==> config.mk <==
export PLATFORM = sky130hd
export DESIGN_NAME = hgc_ctrl
export DESIGN_NICKNAME = d
export VERILOG_FILES = /design/src/hw/rtl/hgc_pkg.sv /design/src/hw/rtl/hgc_ctrl.sv
export VERILOG_INCLUDE_DIRS = /design/src /design/src/hw/rtl
export SDC_FILE = /design/constraint.sdc
export NUM_CORES = 1
export LEC_CHECK = 0
export CAP_MARGIN = 20
export CELL_PAD_IN_SITES_DETAIL_PLACEMENT = 0
export CELL_PAD_IN_SITES_GLOBAL_PLACEMENT = 1
export CORE_AREA = 4 4 41 43
export CTS_CLUSTER_SIZE = 14
export DETAILED_ROUTE_END_ITERATION = 6
export DIE_AREA = 0 0 45 47
export DONT_BUFFER_PORTS = 1
export PLACE_DENSITY = 0.48
export SLEW_MARGIN = 20
export SYNTH_ARGS = -nofsm -noshare
export SYNTH_HDL_FRONTEND = slang
export SYNTH_SLANG_ARGS = --single-unit
==> constraint.sdc <==
create_clock -name clk -period 2.9 [get_ports clk]
set_input_delay 0.58 -clock clk [delete_from_list [all_inputs] [get_ports clk]]
set_output_delay 0.58 -clock clk [all_outputs]
set_load 0.1 [all_outputs]
==> src/hw/rtl/hash_group_count_linear_probe_defines.svh <==
// assertion macros shared by the hash group counter modules
`ifndef HASH_GROUP_COUNT_LINEAR_PROBE_DEFINES_SVH
`define HASH_GROUP_COUNT_LINEAR_PROBE_DEFINES_SVH

// consequent checked in the same cycle as the antecedent
`define HGC_ASSERT_SAME(LABEL, CLK, RSTN, ANTE, CONS, MSG) \
    LABEL: assert property (@(posedge CLK) disable iff (!RSTN) (ANTE) |-> (CONS)) \
        else $error(MSG);

// consequent checked in the cycle after the antecedent
`define HGC_ASSERT_NEXT(LABEL, CLK, RSTN, ANTE, CONS, MSG) \
    LABEL: assert property (@(posedge CLK) disable iff (!RSTN) (ANTE) |=> (CONS)) \
        else $error(MSG);

`endif

==> src/hw/rtl/hgc_pkg.sv <==
// shared constants, state type and control structs of the hash group counter
`timescale 1ns / 1ps

package hgc_pkg;

    localparam int TABLE_DEPTH = 1024;
    localparam int KEY_WIDTH   = 32;

    localparam int KEY_IN_W  = 32;
    localparam int HOME_W    = 10;
    localparam int SLOT_W    = 10;
    localparam int COUNT_W   = 32;
    localparam int CFG_W     = 11;
    localparam int CFG_RESET = 1024;

    typedef enum logic [2:0] {
        ST_CLEAR,
        ST_IDLE,
        ST_MOD,
        ST_READ,
        ST_PROBE
    } hgc_state_t;

    typedef struct packed {
        logic clear_step;
        logic load;
        logic mod_step;
        logic mod_read;
        logic advance;
        logic resolve;
    } hgc_cmd_t;

    typedef struct packed {
        logic clear_last;
        logic home_fast;
        logic mod_last;
        logic hit;
        logic empty;
        logic probe_last;
    } hgc_sts_t;

endpackage

==> src/hw/rtl/hgc_ctrl.sv <==
// controller state machine: clear sweep, modulo steps, probe walk, result handoff
`timescale 1ns / 1ps
`include "hash_group_count_linear_probe_defines.svh"

module hgc_ctrl (
    input  logic              clk,
    input  logic              rst_n,
    input  logic              item_valid,
    output logic              item_ready,
    output logic              result_valid,
    input  logic              result_ready,
    input  hgc_pkg::hgc_sts_t sts,
    output hgc_pkg::hgc_cmd_t cmd
);

    hgc_pkg::hgc_state_t state_reg;
    hgc_pkg::hgc_state_t state_next;
    logic                out_vld_reg;
    logic                out_vld_next;
    logic                out_free;
    logic                found;

    assign out_free = !out_vld_reg || result_ready;
    assign found    = sts.hit || sts.empty || sts.probe_last;

    always_comb
    begin
        state_next = state_reg;
        unique case (state_reg)
            hgc_pkg::ST_CLEAR:
            begin
                if (sts.clear_last)
                begin
                    state_next = hgc_pkg::ST_IDLE;
                end
            end
            hgc_pkg::ST_IDLE:
            begin
                if (item_valid)
                begin
                    state_next = sts.home_fast ? hgc_pkg::ST_PROBE : hgc_pkg::ST_MOD;
                end
            end
            hgc_pkg::ST_MOD:
            begin
                if (sts.mod_last)
                begin
                    state_next = hgc_pkg::ST_READ;
                end
            end
            hgc_pkg::ST_READ:
            begin
                state_next = hgc_pkg::ST_PROBE;
            end
            hgc_pkg::ST_PROBE:
            begin
                if (found && out_free)
                begin
                    state_next = hgc_pkg::ST_IDLE;
                end
            end
            default:
            begin
                state_next = hgc_pkg::ST_CLEAR;
            end
        endcase
    end

    always_comb
    begin
        cmd        = '0;
        item_ready = 1'b0;
        unique case (state_reg)
            hgc_pkg::ST_CLEAR:
            begin
                cmd.clear_step = 1'b1;
            end
            hgc_pkg::ST_IDLE:
            begin
                item_ready = 1'b1;
                cmd.load   = item_valid;
            end
            hgc_pkg::ST_MOD:
            begin
                cmd.mod_step = 1'b1;
            end
            hgc_pkg::ST_READ:
            begin
                cmd.mod_read = 1'b1;
            end
            hgc_pkg::ST_PROBE:
            begin
                cmd.resolve = found && out_free;
                cmd.advance = !found;
            end
            default:
            begin
                cmd = '0;
            end
        endcase
    end

    always_comb
    begin
        if (cmd.resolve)
        begin
            out_vld_next = 1'b1;
        end
        else if (result_ready)
        begin
            out_vld_next = 1'b0;
        end
        else
        begin
            out_vld_next = out_vld_reg;
        end
    end

    always_ff @(posedge clk or negedge rst_n)
    begin
        if (!rst_n)
        begin
            state_reg   <= hgc_pkg::ST_CLEAR;
            out_vld_reg <= 1'b0;
        end
        else
        begin
            state_reg   <= state_next;
            out_vld_reg <= out_vld_next;
        end
    end

    assign result_valid = out_vld_reg;

    `HGC_ASSERT_SAME(a_held_result_kept, clk, rst_n, out_vld_reg && !result_ready, !cmd.resolve, "held result overwritten")
    `HGC_ASSERT_NEXT(a_valid_from_resolve, clk, rst_n, !out_vld_reg && !cmd.resolve, !out_vld_reg, "result valid without resolve")
    `HGC_ASSERT_SAME(a_no_skip_found, clk, rst_n, cmd.advance, !(sts.hit || sts.empty), "probe walked past a usable slot")

endmodule

==> flow_summary.ini, run 1 <==
[yosys]
seq_area_frac_synth = 0.3791
synth.largest_area_cell = dfrtp_1
synthesis.nets = 40
synthCells = 30
ys_ff_latch = 4
ys_top_cells_by_area = dfrtp_1, mux2i_1, nor2_1
syn_area_per_cell_um2 = 8.800
yosys_warnings = 0
syn_area_um2 = 264.0
synth.distinct_cells = 17
synth_top_area_frac = 0.3791

[placed_design]
gp_congestion = 0.7308
placed_area_um2 = 376.6
port_buffers = 0
dp_hpwl_um = 533.8

[floorplanning]
io_pins = 18
start_util = 0.2029
die_w_um = 45
dieArea_um2 = 2115
fp.dieH_um = 47
core_area_um2 = 1301
rows = 13

[global_route]
grt_use_total = 0.07296
antenna_found_initial = 0
grt_pass1_vias = 264
grt_start_max_net_pins = 11
grt-ovfl-total = 0
grt_pass1_wl_um = 1076

[cells_and_area]
drive_gt1_frac = 0.4615
fin_area_um2 = 399.1
fin_util = 0.3067
syn_to_final_growth_pct = 51.19
diodes = 0
largest_register_ffs = 3
layout.nets = 51

[cts]
clk_pin_slew_ns = 0.04
postCtsSetupRepairBufs = 0
clock_sinks = 4
cts_tree = built
clk_path_buf_depth = 2
clk-insertion-delay-late_ns = 0.23
ctsHoldBuffers = 0
cts_buffers = 3
postCtsResizedCells = 0
root_buffer = clkbuf_4
h-tree-depth = 1

[route]
wl_per_cell_um = 12.26
drt_iter0_drc = 0
antenna_left = 0
drt_pre_antenna_iters = 1
via_per_inst = 4.667
drt-total-wl_um = 662
drc = 0
num_vias = 252

[timing]
slew_viol_final = 0
rsz0062_at_grt = no
hold_viol_final = 0
worst_pin_slew_ns = 0.3976
skew_ns = 0.001388
relSlewSlack = 0.7349
fmax_mhz = 474.3
post-route-period-util = 0.7271
final.min_clock_period_ns = 2.109
setup_viol = 0

[critical_path]
critical_path.max_fanout = 8
crit_type = flip-flop to primary output
reg2regPathDepth = 2
reg2reg_slack_ns = 1.66
critPathArrivalTime_ns = 1.53
start_kind = flip-flop
reg2reg_from = state_reg[1]$_DFFE_PN0P_
end_kind = primary output
reg2reg_to = state_reg[0]$_DFFE_PN0P_
required_ns = 2.32

[min_path]
hold_class = input pin to asynchronous set/reset pin

[run_status]
status = completed

[run]
max_cap_viol_count = 0
-- logic make-up after synthesis --
logic type	synth area share
compound gates	0.07583
buf+inv	0.09954
flops	0.3792
mux	0.07583
simple gates	0.3697
-- through the flow --
stage | worst slack, ns | setup TNS, ns | hold slack [ns] | instances
floorplan | -0.2276 | -0.2276 | 0.2844 | 30
global placement | 0.9364 | 0 | 0.2846 | 51
detailed placement | 0.9231 | 0 | 0.2846 | 51
CTS | 0.7713 | 0 | 0.03547 | 54
global route | 0.6793 | 0 | 0.02720 | 54
finish | 0.7915 | 0 | 0.04172 | 54
-- cells in the mapped netlist (all sizes together) --
cell type and count:
nand2b 2, buf 2, nand4 1, inv 2, o22ai 1, o311ai 1, or4b 1, nor2 5
a21oi 1, or3 1, dfrtp 4, nand2 2, nor3b 2, nor3 2, and2 1, mux2i 2
-- critical path, stage by stage (launching register included) --
cell	delay [ns]
dfrtp_1	0.47
nand2b_1	0.29
nor3b_4	0.22
buf_4	0.31
-- cells in the final DEF (no fill, tap or decap), drive strengths merged, types with 2 or more instances in the layout --
cell type and n:
mux2i 2, clkbuf 4, nor2 5, nand2b 2, dfrtp 4, nand2 2
nor3 2, nor3b 2, buf 7, inv 2
-- layer usage --
layer  part of all wire  track usage
met2               0.50       0.1073
met3              0.073      0.01916
met4              0.021      0.07018
met1               0.41      0.08506
met5                  0            0
-- worst max-delay path by stage --
stage | from | to | cells after the start
3_3_place_gp | sts[1] | cmd[0] | 4
4_1_cts | state_reg[2]$_DFFE_PN0P_ | cmd[4] | 3
2_1_floorplan | state_reg[1]$_DFFE_PN0P_ | cmd[5] | 2
5_1_grt | state_reg[1]$_DFFE_PN0P_ | cmd[0] | 4
6_report | state_reg[2]$_DFFE_PN0P_ | cmd[4] | 3
3_5_place_dp | sts[1] | cmd[0] | 4
-- layout make-up --
cell class	instances	area (um^2)
sequential	4	100.1
inverter	2	7.507
timing repair buffer	8	77.57
tap	15	18.77
clock buffer	3	22.52
fill	145	902.1
multi-input combinational	22	172.7
Power of run 1 is left out: the tool's default activity adds up to more than one toggle a clock period on the data nets, which glitch-free logic cannot reach.
==> run 2: changes to the inputs <==
--- a/config.mk
+++ b/config.mk
@@ -14,7 +14,7 @@
 export DETAILED_ROUTE_END_ITERATION = 6
 export DIE_AREA = 0 0 45 47
 export DONT_BUFFER_PORTS = 1
-export PLACE_DENSITY = 0.48
+export PLACE_DENSITY = 0.5
 export SLEW_MARGIN = 20
 export SYNTH_ARGS = -nofsm -noshare
 export SYNTH_HDL_FRONTEND = slang
==> constraint.sdc (replaced) <==
create_clock -name clk -period 1.9 [get_ports clk]
set_input_delay 0.38 -clock clk [delete_from_list [all_inputs] [get_ports clk]]
set_output_delay 0.38 -clock clk [all_outputs]
set_load 0.1 [all_outputs]
==> flow_summary.ini, run 2 (synthesis gave the netlist of run 1 again) <==
[critical_path]
reg2reg_slack_ns = 0.65
critPathArrivalTime_ns = 1.36
crit_type = flip-flop to primary output
required_ns = 1.52
critical_path.max_fanout = 7
start_kind = flip-flop
path_cells = nand2b_1, nor3b_4, buf_12
slowest_delay_ns = 0.46
critPathTopFamily = simple AND/OR/NAND/NOR gates
end_kind = primary output
critPathBufInv = 1
slowest_stage = dfrtp_2

[floorplanning]
dieArea_um2 = 2115
die_w_um = 45
start_util = 0.2029
io_pins = 18
rows = 13
core_area_um2 = 1301
fp.dieH_um = 47

[run]
max_cap_viol_count = 0

[cells_and_area]
drive_gt1_frac = 0.5000
final_common_cell = buf_12
largest_register_ffs = 3
num-fill-cells = 145
fin_util = 0.3798
final_cell_mix = buf_12, buf_4, clkbuf_4, dfrtp_1
syn_to_final_growth_pct = 87.20
multi_input_area_um2 = 183.9
layout.nets = 54
diodes = 0
seq_area_um2 = 101.3

[global_route]
grt_busiest_layer = met2
grt_use_met2 = 0.1130
grt_use_total = 0.07540
grt-ovfl-total = 0
antenna_found_initial = 0
grt_use_met3 = 0.01916
grt_pass1_wl_um = 1076
grt_pass1_vias = 289
grt_util_met1 = 0.07373
grt_start_max_net_pins = 8

[timing]
final.min_clock_period_ns = 1.740
post-route-period-util = 0.9156
setup_viol = 0
worst_pin_slew_ns = 0.2782
rsz0062_at_grt = no
slew_viol_final = 0
fmax_mhz = 574.8
relSlewSlack = 0.8161
hold_viol_final = 0
skew_ns = 0.003112

[cts]
cts_tree = built
clock_sinks = 4
root_buffer = clkbuf_4
cts_buffers = 3
postCtsSetupRepairBufs = 0
h-tree-depth = 1
clk_path_buf_depth = 2
clk_pin_slew_ns = 0.04
clk-insertion-delay-late_ns = 0.23

[placed_design]
port_buffers = 0
dp_hpwl_um = 559.1
gp_congestion = 0.7906

[route]
drc = 0
antenna_left = 0
drt-total-wl_um = 676
drt_iter0_drc = 2
drt_pre_antenna_iters = 2
via_per_inst = 4.456
num_vias = 254
wl_per_cell_um = 11.86

[min_path]
hold_class = input pin to flip-flop

[run_status]
status = completed
run 2: final cells by class:
cell class	instances	share of cell area
repair buffers	11	0.3241
well taps	15	0.03797
inverters	2	0.01519
clock buffers	3	0.04557
multi-input cells	22	0.3722
flip-flops and latches	4	0.2051
run 2: stage by stage:
step | hold slack [ns] | TNS [ns] | instances | setup WS [ns] | cell area (um^2)
after global placement | 0.08452 | 0 | 53 | 0.2809 | 460.4
after global routing | 0.3937 | 0 | 57 | 0.07756 | 494.2
after CTS | 0.3614 | 0 | 57 | 0.02524 | 493.0
final | 0.3618 | 0 | 57 | 0.1604 | 494.2
after detailed placement | 0.08455 | 0 | 53 | 0.2894 | 460.4
after floorplan | 0.08441 | -1.529 | 30 | -0.3952 | 286.5
run 2: worst paths after layout:
kind / endpoint / from / cells past startpoint
setup / recovery: cmd[4] / state_reg[0]$_DFFE_PN0P_ / 3
hold / removal: state_reg[0]$_DFFE_PN0P_ / item_valid / 2
setup reg to reg: state_reg[0]$_DFFE_PN0P_ / state_reg[2]$_DFFE_PN0P_ / 3
hold reg to reg: result_valid$_DFFE_PN0P_ / result_valid$_DFFE_PN0P_ / 2
max in group asynchronous: state_reg[0]$_DFFE_PN0P_ / rst_n / 1
min in group asynchronous: state_reg[1]$_DFFE_PN0P_ / rst_n / 1
run 2: what timing repair did:
item,CTS,global route
resized for setup,0,1
hold endpoints to repair,4,0
endpoints found under the setup margin,0,1
hold buffers,1,0
run 2: worst register-to-register path, cell delays in order (launching register included):
cell and delay (ns):
dfrtp_1 0.37, buf_4 0.17, or4b_1 0.51, o311ai_1 0.10
run 2: per-layer routing:
| layer | vias to the layer above | wire length (um) |
|---|---|---|
| met1 | 113 | 284 |
| met4 | 0 | 0 |
| met3 | 0 | 86 |
| met5 | - | 0 |
| met2 | 13 | 305 |
| li1 | 128 | - |
Power of run 2 is left out for the same reason.
